<file path="config.mk">
export PLATFORM = sky130hd
export DESIGN_NAME = gha_front
export DESIGN_NICKNAME = d
export VERILOG_FILES = /design/src/gha_pkg.sv /design/src/gha_front.sv
export SDC_FILE = /design/constraint.sdc
export NUM_CORES = 1
export LEC_CHECK = 0
export BUFFER_PORTS_ARGS = -buffer_cell sky130_fd_sc_hd__clkbuf_2
export CAP_MARGIN = 0
export CORE_AREA = 2 2 75 77
export DETAILED_ROUTE_END_ITERATION = 10
export DIE_AREA = 0 0 77 79
export HOLD_SLACK_MARGIN = 0.15
export PLACE_DENSITY = 0.68
export SYNTH_ARGS = -nofsm -noshare
export SYNTH_HDL_FRONTEND = slang
export SYNTH_SLANG_ARGS = --single-unit
export TNS_END_PERCENT = 100
</file>
<file path="constraint.sdc">
create_clock -name clk -period 2.7 [get_ports clk]
set_input_delay 0.135 -clock clk [delete_from_list [all_inputs] [get_ports clk]]
set_output_delay 0.135 -clock clk [all_outputs]
set_load 0.005 [all_outputs]
</file>
<file path="src/gha_pkg.sv">
// Shared constants, types and codes of the generational handle allocator.
package gha_pkg;

	localparam int SLOT_COUNT = 1024;
	localparam int GEN_W      = 16;
	localparam int IDX_W      = $clog2(SLOT_COUNT);
	localparam int CNT_W      = $clog2(SLOT_COUNT + 1);
	localparam int MODE_W     = 2;
	localparam int STATUS_W   = 2;

	localparam int QDEPTH = 2;
	localparam int QPTR_W = $clog2(QDEPTH);
	localparam int QCNT_W = $clog2(QDEPTH + 1);

	localparam logic [MODE_W-1:0] MODE_CREATE  = 2'd0;
	localparam logic [MODE_W-1:0] MODE_DESTROY = 2'd1;
	localparam logic [MODE_W-1:0] MODE_CHECK   = 2'd2;
	localparam logic [MODE_W-1:0] MODE_CLEAR   = 2'd3;

	typedef enum logic [1:0] {
		OP_CREATE,
		OP_DESTROY,
		OP_CHECK,
		OP_CLEAR
	} op_t;

	typedef enum logic [STATUS_W-1:0] {
		ST_OK      = 2'd0,
		ST_INVALID = 2'd1,
		ST_FULL    = 2'd2
	} status_t;

	typedef struct packed {
		op_t              op;
		logic [IDX_W-1:0] index;
		logic [GEN_W-1:0] generation;
	} cmd_t;

	typedef struct packed {
		status_t          status;
		logic [IDX_W-1:0] index;
		logic [GEN_W-1:0] generation;
		logic [CNT_W-1:0] live_count;
	} res_t;

	typedef struct packed {
		logic             alive;
		logic [GEN_W-1:0] generation;
	} slot_word_t;

	typedef struct packed {
		logic [IDX_W-1:0] index;
		logic [GEN_W-1:0] generation;
	} stack_word_t;

endpackage

</file>
<file path="src/gha_front.sv">
// Front end: accepts items, decodes the mode and queues commands for the back end.
module gha_front import gha_pkg::*; (
	input  logic             clk,
	input  logic             arst_n,
	input  logic             push,
	output logic             full,
	input  logic [MODE_W-1:0] mode,
	input  logic [IDX_W-1:0] handle_index,
	input  logic [GEN_W-1:0] handle_generation,
	output logic             cmd_valid,
	input  logic             cmd_ready,
	output cmd_t             cmd
);

	cmd_t              buf_q [QDEPTH];
	logic [QPTR_W-1:0] wr_q;
	logic [QPTR_W-1:0] rd_q;
	logic [QCNT_W-1:0] cnt_q;
	cmd_t              cmd_in;
	logic              do_push;
	logic              do_pop;

	always_comb begin
		unique case (mode)
			MODE_CREATE:  cmd_in.op = OP_CREATE;
			MODE_DESTROY: cmd_in.op = OP_DESTROY;
			MODE_CHECK:   cmd_in.op = OP_CHECK;
			MODE_CLEAR:   cmd_in.op = OP_CLEAR;
			default:      cmd_in.op = OP_CLEAR;
		endcase
		cmd_in.index      = handle_index;
		cmd_in.generation = handle_generation;
	end

	assign full      = (cnt_q == QCNT_W'(QDEPTH));
	assign cmd_valid = (cnt_q != '0);
	assign cmd       = buf_q[rd_q];
	assign do_push   = push & ~full;
	assign do_pop    = cmd_valid & cmd_ready;

	always_ff @(posedge clk or negedge arst_n) begin
		if (!arst_n) begin
			wr_q  <= '0;
			rd_q  <= '0;
			cnt_q <= '0;
		end else begin
			if (do_push) begin
				wr_q <= wr_q + 1'b1;
			end
			if (do_pop) begin
				rd_q <= rd_q + 1'b1;
			end
			if (do_push && !do_pop) begin
				cnt_q <= cnt_q + 1'b1;
			end else if (!do_push && do_pop) begin
				cnt_q <= cnt_q - 1'b1;
			end
		end
	end

	always_ff @(posedge clk) begin
		if (do_push) begin
			buf_q[wr_q] <= cmd_in;
		end
	end

endmodule

</file>
==> impl_metrics.tcl <==
set metrics [dict create \
    status "finished clean" \
    finalCritPeriodShare_pct 78.6 \
    yosys_warnings 0 \
    dr_total_vias 1261 \
    r2r_cells 7 \
    yosys_register_bits 60 \
    irDropWorstVdd_mv 0.550 \
    worstPathRequired_ns 2.57 \
    worstReg2RegStart "cnt_q[0]" \
    grt_max_degree 19 \
    syn_to_final_growth_pct 39.5 \
    antenna_cells 0 \
    avgSynthCellArea_um2 21.1 \
    finalCriticalPeriod_ns 2.12 \
    postRouteAntennaNets 0 \
    syn_nets 141 \
    place_worst_setup_slack_ns 0.904 \
    fmax_ghz 0.471 \
    critPathLaunchType "register" \
    holdPathStages 1 \
    path_clk_slew_ns 0.07 \
    r2r_slack_ns 1.19 \
    dieArea_um2 6080 \
    nets 245 \
    cts_sinks 60 \
    drt_pass1_iterations 4 \
    track_usage_pct 13.8 \
    placed_area_um2 2670 \
    min_to "cnt_q[1]" \
    power_density_nw_per_um2 949 \
    initial_utilization_pct 42.6 \
    routed_via_density 4.36 \
    synthTopCellsByArea "edfxtp_1 (74%), mux2_2 (8.9%), mux2_4 (6.6%)" \
    setup-violations-final 0 \
    cts_buffers 9 \
    core_area_um2 5340 \
    drv_cap 0 \
    cts_tree "yes" \
    tightest_slew_ns 0.720 \
    clockBufferDepth 2 \
    die_x_um 77 \
    htreeDepth 3 \
    numPortBuffers 61 \
    arrival_ns 1.99 \
    antenna_found_initial 0 \
    timing.final.ws_setup_ns 0.578 \
    cts_root_buf "clkbuf_8" \
    rsz0062_at_grt "no" \
    hold_viol 0 \
    final_cell_mix "clkbuf_2 (61), edfxtp_1 (56), dlygate4sd3_1 (32)" \
    cp-end-kind "output port" \
    grt_pass1_vias 1350 \
    layout_commonest_cell "clkbuf_2" \
    drt_iter0_drc 38 \
    route.detailed.drc 0 \
    place.gp.congestion 0.659 \
    drive_above_1_share_pct 49.8 \
    route.detailed.wl_per_inst_um 13.2 \
    num_rows 27 \
    syn_inst 108 \
    final_area_um2 3170 \
    seq_area_frac_synth_pct 78.4 \
    power_leakage_nw 1.28 \
    dp_hpwl_um 2510 \
    fin_setup_tns_ns 0 \
    fin_skew_ns 0.00905 \
    slew_headroom_pct 52.0 \
    overflow 0 \
    crit_start "rd_q" \
    hold_path_class "reg2reg" \
    hold_start "cnt_q[1]" \
    synth_top_area_share_pct 74.0 \
    path_max_fanout 18 \
    routed_wl_um 3820 \
    ys_types 17 \
    cts_resized 0 \
    netlist_area_um2 2270 \
    finalMaxSlewViolations 0 \
    r2r_end "cnt_q[1]" \
    setup.worst_path.class "reg2out" \
    synth_largest_area_cell "edfxtp_1" \
    die_h_um 79 \
    insertion_delay_ns 0.33 \
    io_pins 62 \
    grt_pass1_wl_um 6130 \
]
[where the power goes]
part / leakage, nW / switching (mW) / internal [mW] / total [mW]
Sequential: 0.567 / 0.112 / 1.28 / 1.39
Clock: 0.0911 / 0.323 / 0.416 / 0.739
Combinational: 0.624 / 0.379 / 0.504 / 0.883
[metal layers]
metal	share of wire [%]	vias up	wire (um)	global-route usage, %
li1	-	617	-	-
met2	48	51	1830	22.5
met1	43	586	1640	15.2
met5	0	-	0	0
met3	7.7	7	293	7.84
met4	1.5	0	57	4.82
[worst max path at each step]
stage	endpoint	slack, ns
detailed placement	cmd[9]	0.90
global route	cmd[9]	0.45
global placement	cmd[9]	0.91
finish	cmd[9]	0.58
floorplan	buf_q[0][0]	0.47
CTS	cmd[9]	0.54
[cell type report]
class	instances	area [um^2]
Fill cell	444	2170
Timing Repair Buffer	98	663
Multi-Input combinational cell	41	445
Clock inverter	6	55.1
Clock buffer	10	128
Inverter	2	7.51
Sequential cell	60	1780
Tap cell	72	90.1
[flip-flops by register name, summed over array words and instances (netlist names)]
signal,flops
buf_q,56
cnt_q,2
rd_q,1
wr_q,1
[cell usage after synthesis, drive strengths merged]
cell / number
edfxtp: 56
or2: 1
inv: 2
mux2: 28
xnor2: 3
buf: 3
ha: 1
dfrtp: 4
xor2: 2
nor2: 2
nand2: 2
nand2b: 1
and3: 1
clkbuf: 2
[cell families after synthesis]
group                    Yosys count  share of synthesized area [%]
buffers and inverters              7                           2.15
adder cells (fa/ha/maj)            1                          0.550
multiplexers                      28                           15.5
AND/OR/NAND/NOR                    7                           1.49
XOR/XNOR                           5                           1.93
flip-flops                        60                           78.4
[timing repair]
action	in CTS	in global routing
buffers inserted	0	0
hold buffers	32	0
hold endpoints to repair	62	0
[worst max-delay path, cell delays in order (launching register included)]
cell and delay, ns:
dfrtp_1 0.80, buf_4 0.36, mux2_2 0.37, clkbuf_2 0.11
[stage by stage]
stage                     power [mW]  util (%)  instances  hold slack, ns
after CTS                       3.05      59.4        289           0.496
after floorplan                 1.95         -        108          -0.161
after detailed placement        2.27      50.0        241         -0.0543
after global routing            3.19      59.4        289           0.512
final                           3.01      59.4        289           0.494
after global placement          2.24      50.0        241         -0.0542
(Power assumes the default switching activity.)
