--- config.mk ---
export PLATFORM = sky130hd
export DESIGN_NAME = gha_res_q
export DESIGN_NICKNAME = d
export VERILOG_FILES = /design/src/gha_pkg.sv /design/src/gha_res_q.sv
export SDC_FILE = /design/constraint.sdc
export NUM_CORES = 1
export LEC_CHECK = 0
export BUFFER_PORTS_ARGS = -buffer_cell sky130_fd_sc_hd__buf_2
export CAP_MARGIN = 20
export CORE_ASPECT_RATIO = 0.5
export CORE_MARGIN = 3
export CORE_UTILIZATION = 51
export CTS_BUF_LIST = sky130_fd_sc_hd__clkbuf_8 sky130_fd_sc_hd__clkbuf_16
export DETAILED_ROUTE_END_ITERATION = 7
export PLACE_DENSITY = 0.78
export SLEW_MARGIN = 20
export SYNTH_ARGS = -nofsm -noshare
export SYNTH_HDL_FRONTEND = slang
export SYNTH_SLANG_ARGS = --single-unit
--- constraint.sdc ---
create_clock -name clk -period 3.1 [get_ports clk]
set_input_delay 0.62 -clock clk [delete_from_list [all_inputs] [get_ports clk]]
set_output_delay 0.62 -clock clk [all_outputs]
set_load 0.02 [all_outputs]
--- src/gha_pkg.sv ---
// Shared constants, types and codes of the generational handle allocator.
package gha_pkg;

	localparam int SLOT_COUNT = 1024;
	localparam int GEN_W      = 16;
	localparam int IDX_W      = $clog2(SLOT_COUNT);
	localparam int CNT_W      = $clog2(SLOT_COUNT + 1);
	localparam int MODE_W     = 2;
	localparam int STATUS_W   = 2;

	localparam int QDEPTH = 2;
	localparam int QPTR_W = $clog2(QDEPTH);
	localparam int QCNT_W = $clog2(QDEPTH + 1);

	localparam logic [MODE_W-1:0] MODE_CREATE  = 2'd0;
	localparam logic [MODE_W-1:0] MODE_DESTROY = 2'd1;
	localparam logic [MODE_W-1:0] MODE_CHECK   = 2'd2;
	localparam logic [MODE_W-1:0] MODE_CLEAR   = 2'd3;

	typedef enum logic [1:0] {
		OP_CREATE,
		OP_DESTROY,
		OP_CHECK,
		OP_CLEAR
	} op_t;

	typedef enum logic [STATUS_W-1:0] {
		ST_OK      = 2'd0,
		ST_INVALID = 2'd1,
		ST_FULL    = 2'd2
	} status_t;

	typedef struct packed {
		op_t              op;
		logic [IDX_W-1:0] index;
		logic [GEN_W-1:0] generation;
	} cmd_t;

	typedef struct packed {
		status_t          status;
		logic [IDX_W-1:0] index;
		logic [GEN_W-1:0] generation;
		logic [CNT_W-1:0] live_count;
	} res_t;

	typedef struct packed {
		logic             alive;
		logic [GEN_W-1:0] generation;
	} slot_word_t;

	typedef struct packed {
		logic [IDX_W-1:0] index;
		logic [GEN_W-1:0] generation;
	} stack_word_t;

endpackage

--- src/gha_res_q.sv ---
// Result queue: holds finished items until the consumer pops them.
module gha_res_q import gha_pkg::*; (
	input  logic             clk,
	input  logic             arst_n,
	input  logic             res_push,
	input  res_t             res,
	output logic             res_full,
	input  logic             pop,
	output logic             empty,
	output logic [STATUS_W-1:0] status,
	output logic [IDX_W-1:0] out_index,
	output logic [GEN_W-1:0] out_generation,
	output logic [CNT_W-1:0] live_count
);

	res_t              buf_q [QDEPTH];
	logic [QPTR_W-1:0] wr_q;
	logic [QPTR_W-1:0] rd_q;
	logic [QCNT_W-1:0] cnt_q;
	logic              do_push;
	logic              do_pop;
	res_t              head;

	assign res_full = (cnt_q == QCNT_W'(QDEPTH));
	assign empty    = (cnt_q == '0);
	assign do_push  = res_push & ~res_full;
	assign do_pop   = pop & ~empty;

	assign head           = buf_q[rd_q];
	assign status         = head.status;
	assign out_index      = head.index;
	assign out_generation = head.generation;
	assign live_count     = head.live_count;

	always_ff @(posedge clk or negedge arst_n) begin
		if (!arst_n) begin
			wr_q  <= '0;
			rd_q  <= '0;
			cnt_q <= '0;
		end else begin
			if (do_push) begin
				wr_q <= wr_q + 1'b1;
			end
			if (do_pop) begin
				rd_q <= rd_q + 1'b1;
			end
			if (do_push && !do_pop) begin
				cnt_q <= cnt_q + 1'b1;
			end else if (!do_push && do_pop) begin
				cnt_q <= cnt_q - 1'b1;
			end
		end
	end

	always_ff @(posedge clk) begin
		if (do_push) begin
			buf_q[wr_q] <= res;
		end
	end

endmodule

==> results.cfg, run 1 <==
[logic_synthesis]
synthMuxAreaShare_pct = 14.60
synth_top_family_by_area = multiplexers
synthTopCellsByArea = edfxtp_1 (78%), mux2_2 (15%), dfrtp_1 (3.3%)
yosysUniqueCellTypes = 13
synth_top_area_share_pct = 77.87
synthArstFlopShare_pct = 4.878
ys_seq_area_share_pct = 81.20
syn_nets = 184
synthTopCellsByCount = edfxtp_1 (78), mux2_2 (39), buf_4 (4), dfrtp_1 (4)
synth-compound-area-share_pct = 0.1664
synth_top_area_cell = edfxtp_1
syn-instance-count = 140
synthAdderAreaFrac_pct = 0.4160
synth_enable_flop_cells = 78
syn_area_per_cell_um2 = 21.48
synth-main-ff-cell = edfxtp_1
yosys_warnings = 0
synth.most_common_cell = edfxtp_1
syn_area_um2 = 3008
ys_seq_elements = 82
synthXorXnorAreaFrac_pct = 1.456
synth-simple-area-share_pct = 0.9151

[routing]
drc = 0
via_count = 1514
drt-total-wl_mm = 4.948
drt-pass1-iter-count = 4
drtAntennaViolNets = 0
wl_per_cell_um = 15.96
post_drt_via_cell_ratio = 4.884
drtIter0Drc = 61

[floorplanning]
die_w_um = 114.6
start_util_pct = 53.84
fp.dieH_um = 60.31
dieArea_um2 = 6911
ioPinCount = 84
row_count = 19
coreArea_um2 = 5587

[pwr]
p_per_area_nw_per_um2 = 985.5
leakage_nw = 1.454
peakVddDrop_mv = 0.6241

[global_routing]
grt_pass1_vias = 1579
grt_antenna_before_repair = 0
grt_pass1_wl_mm = 7.555
grt-ovfl-total = 0
grt_max_degree = 40
grt_usage_pct = 15.51

[setup_path]
path_cells = buf_12, mux2_2, buf_2
required_ns = 2.48
arrival_ns = 1.75
max_stage_delay_ns = 0.66
crit_path_start_kind = register
end_kind = output port
critPathKind = register to output port
critPathMaxFanout = 21
crit_slowest_cell = dfrtp_2

[cells_and_area]
drive_gt1_share_pct = 57.81
antennaDiodeCount = 0
design_area_um2 = 3787
fin_nets = 276
area_growth_pct = 25.92

[timing]
drv_slew = 0
fin_crit_sh_pct = 76.42
hold_viol = 0
setup_slack_ns = 0.7310
fin_setup_tns_ns = 0
relSlewSlack_pct = 38.30
tightestPinTransition_ns = 0.9255
fin_skew_ns = 0.002682
period_needed_ns = 2.369
max_freq_ghz = 0.4221
setup_viol = 0
rsz0062_at_grt = no

[placement]
port_buffers = 83
place_area_um2 = 3535
place.gp.congestion = 0.6898
hpwl_mm = 3.407
place_ws_ns = 1.045

[cts]
htree_levels = 3
cts_tree = built
clockBufferDepth = 2
root_buffer = clkbuf_16
post_cts_buffers = 0
clk_latency_ns = 0.32
path_clk_slew_ns = 0.05
cts_num_sinks = 82
cts.hold.buffers_added = 0
ctsResizeCount = 0
cts_buffers = 9

[min_path]
holdCritPathClass = primary input to async pin

[flow_run]
maxCapViolations = 0

[run_status]
status = completed
==> power breakdown <==
part	internal [W]	total [W]	switching [W]
clock	0.000522	0.000885	0.000362
combinational	0.000507	0.00120	0.000691
sequential	0.00152	0.00165	0.000126
total	0.00255	0.00373	0.00118
==> worst max-delay path, delay by kind of cell, from the launching register on <==
family,cells,cell delay (ns)
buffers and inverters,2,0.40
multiplexers,1,0.36
flip-flops,1,0.66
==> metal layers <==
metal / routed length, um / part of all wire (%) / vias to the layer above / GRT usage [%]
met5: 0 / 0 / - / 0
met3: 276 / 5.6 / 12 / 6.067
met1: 1899 / 38 / 736 / 16.50
li1: - / - / 729 / -
met2: 2648 / 54 / 37 / 27.21
met4: 124 / 2.5 / 0 / 8.799
==> through the flow <==
step	util [%]	std cells	total power [W]	hold slack (ns)
after floorplan	-	140	0.002496	0.3244
after global placement	63.27	294	0.002864	0.4299
after detailed placement	63.27	294	0.002891	0.4379
after CTS	67.79	310	0.003785	0.08730
after global routing	67.79	310	0.003931	0.08228
final	67.79	310	0.003732	0.09835
==> flip-flops by register name, summed over array words and instances, names as in the netlist <==
name   count
buf_q     78
cnt_q      2
rd_q       1
wr_q       1
==> path summary, 6_finish.rpt <==
check,startpoint,end,slack [ns],depth (start not counted)
max in group asynchronous,arst_n,rd_q,2.86,1
worst min-delay path,arst_n,cnt_q[1],0.1,1
min in group clk,res[12],buf_q[1][12],0.48,1
worst min register to register,cnt_q[1],cnt_q[1],0.53,1
worst max-delay path,rd_q,out_index[0],0.73,3
worst max register to register,cnt_q[0],buf_q[1][30],1.30,2
==> final cells by class <==
cell class / instances / area, um^2
well taps: 73 / 91.34
fillers: 378 / 1799
repair buffers: 85 / 455.4
clock inverters: 7 / 27.53
clock buffers: 9 / 225.2
multi-input cells: 52 / 536.8
inverters: 2 / 7.507
flip-flops and latches: 82 / 2444
==> layout by cell type (no fill, tap or decap), drive strengths merged <==
cell type and count:
and3 1, buf 85, clkbuf 9, clkinv 6, dfrtp 4, edfxtp 78, ha 1, inv 3
mux2 39, nand2 1, nand2b 1, nor2 3, o21ai 1, xnor2 3, xor2 2
==> cells by family (layout without fill, tap and decap cells) <==
kind of cell,Yosys count,after routing
compound gates,1,1
buf+inv,6,103
simple gates,6,6
xor+xnor,5,5
fa+ha+maj,1,1
flops,82,82
mux,39,39
No activity file was read; power rests on OpenSTA's default activity.
==> inputs of run 2 (changes only) <==
==> constraint.sdc (replaced) <==
create_clock -name clk -period 2.5 [get_ports clk]
set_input_delay 0.5 -clock clk [delete_from_list [all_inputs] [get_ports clk]]
set_output_delay 0.5 -clock clk [all_outputs]
set_load 0.02 [all_outputs]
==> run 2 against run 1 <==
Clock power grew 28%. Global-route usage grew 0.34 points. Total power grew 26%. Via count grew 3.0%. Sequential share of layout area shrank 0.55 points. Sequential power grew 23%. Clock skew grew 0.0016 ns. Critical path type unchanged. Critical endpoint is now out_generation[0]. Largest cell class unchanged. Highest routed layer unchanged.
==> results.cfg, run 2 (same netlist as run 1, synthesis figures left out) <==
[timing]
max_freq_ghz = 0.4556
drv_slew = 0
fin_crit_sh_pct = 87.79
hold_ws_ns = 0.3622
tightestPinTransition_ns = 0.5173
setup_viol = 0
fin_setup_tns_ns = 0
fin_skew_ns = 0.004299
hold_viol = 0
rsz0062_at_grt = no
relSlewSlack_pct = 65.43
period_needed_ns = 2.195
setup_slack_ns = 0.3053

[cells_and_area]
fin_nets = 279
largest_register_ffs = 78
final_cell_mix = buf_2 (83), edfxtp_1 (78), mux2_2 (39)
drive_gt1_share_pct = 60.25
top_register = buf_q
design_area_um2 = 3820
final_common_cell = buf_2
area_growth_pct = 27.00
top_regs = buf_q: 78 flops, cnt_q: 2 flops
antennaDiodeCount = 0

[flow_run]
maxCapViolations = 0

[floorplanning]
row_count = 19
ioPinCount = 84
start_util_pct = 53.84
fp.dieH_um = 60.31
coreArea_um2 = 5587
dieArea_um2 = 6911
die_w_um = 114.6

[global_routing]
grt_pass1_wl_mm = 7.948
grt_antenna_before_repair = 0
grt_usage_pct = 15.85
grt-ovfl-total = 0
grt_pass1_vias = 1619
grt_max_degree = 28

[cts]
cts_tree = built
post_cts_buffers = 0
clk_latency_ns = 0.32
cts_num_sinks = 82
path_clk_slew_ns = 0.06
root_buffer = clkbuf_16
clockBufferDepth = 2
cts_buffers = 9
htree_levels = 3

[min_path]
min-delay-start = res[31]
holdCritPathClass = primary input to register

[placement]
place_ws_ns = 0.6426
place.gp.congestion = 0.6683
hpwl_mm = 3.414
port_buffers = 83
place_area_um2 = 3550

[routing]
drc = 0
drtAntennaViolNets = 0
drt-pass1-iter-count = 4
post_drt_via_cell_ratio = 4.997
drt-total-wl_mm = 5.145
via_count = 1559
drtIter0Drc = 42
wl_per_cell_um = 16.49

[pwr]
leakage_nw = 1.467
finalPower_w = 0.004697
peakVddDrop_mv = 0.6822
p_per_area_nw_per_um2 = 1230

[setup_path]
critPathKind = register to output port
critPathMaxFanout = 26
startpoint = rd_q
arrival_ns = 1.69
r2r-start = cnt_q[0]
crit_path_start_kind = register
end_kind = output port
required_ns = 2.00

[run_status]
status = completed
[run 2: changes by cell type in the layout (fill, tap and decap cells not counted), sizes merged]
cell,delta
buf,+2
clkinv,-2
clkinvlp,+2
dlygate4sd3,+1
inv,-1
[run 2: cell type report]
| type | instances | area (um^2) |
|---|---|---|
| Clock buffer | 9 | 225.2 |
| Clock inverter | 6 | 35.03 |
| Fill cell | 386 | 1767 |
| Inverter | 2 | 7.507 |
| Multi-Input combinational cell | 52 | 536.8 |
| Sequential cell | 82 | 2444 |
| Tap cell | 73 | 91.34 |
| Timing Repair Buffer | 88 | 480.5 |
[run 2: through the flow]
stage               util, %  cells
global placement      63.54    296
global route          68.38    312
detailed placement    63.54    296
finish                68.38    312
CTS                   68.38    312
floorplan                 -    140
[run 2: path summary, 6_finish.rpt]
path | cells after the start | slack (ns) | end
min in group asynchronous | 2 | 0.54 | wr_q
worst min register to register | 1 | 0.55 | cnt_q[1]
max in group asynchronous | 2 | 1.82 | rd_q
worst min-delay path | 1 | 0.36 | buf_q[0][31]
worst max register to register | 4 | 0.68 | buf_q[0][1]
worst max-delay path | 3 | 0.31 | out_generation[0]
[run 2: worst max-delay path, stage by stage, from the launching register on]
cell     delay (ns)
dfrtp_2        0.59
buf_12         0.24
mux2_2         0.36
buf_2          0.16
[run 2: what timing repair did]
item / CTS / global route
hold buffers: 1 / 0
endpoints found under the hold margin: 4 / 0
resized for setup: 0 / 0
[run 2: metal layers]
layer | up-vias | wire length [um] | global-route usage [%]
met3 | 8 | 265 | 5.359
met5 | - | 0 | 0
met4 | 0 | 70 | 6.599
met1 | 780 | 1982 | 17.73
met2 | 37 | 2826 | 28.62
li1 | 734 | - | -
[run 2: power by group]
group | internal, W | switching, W | leakage (nW) | total (W)
Combinational | 0.000645 | 0.000893 | 0.570 | 0.00154
Clock | 0.000658 | 0.000476 | 0.127 | 0.00113
Sequential | 0.00188 | 0.000141 | 0.770 | 0.00203
Total | 0.00319 | 0.00151 | 1.47 | 0.00470
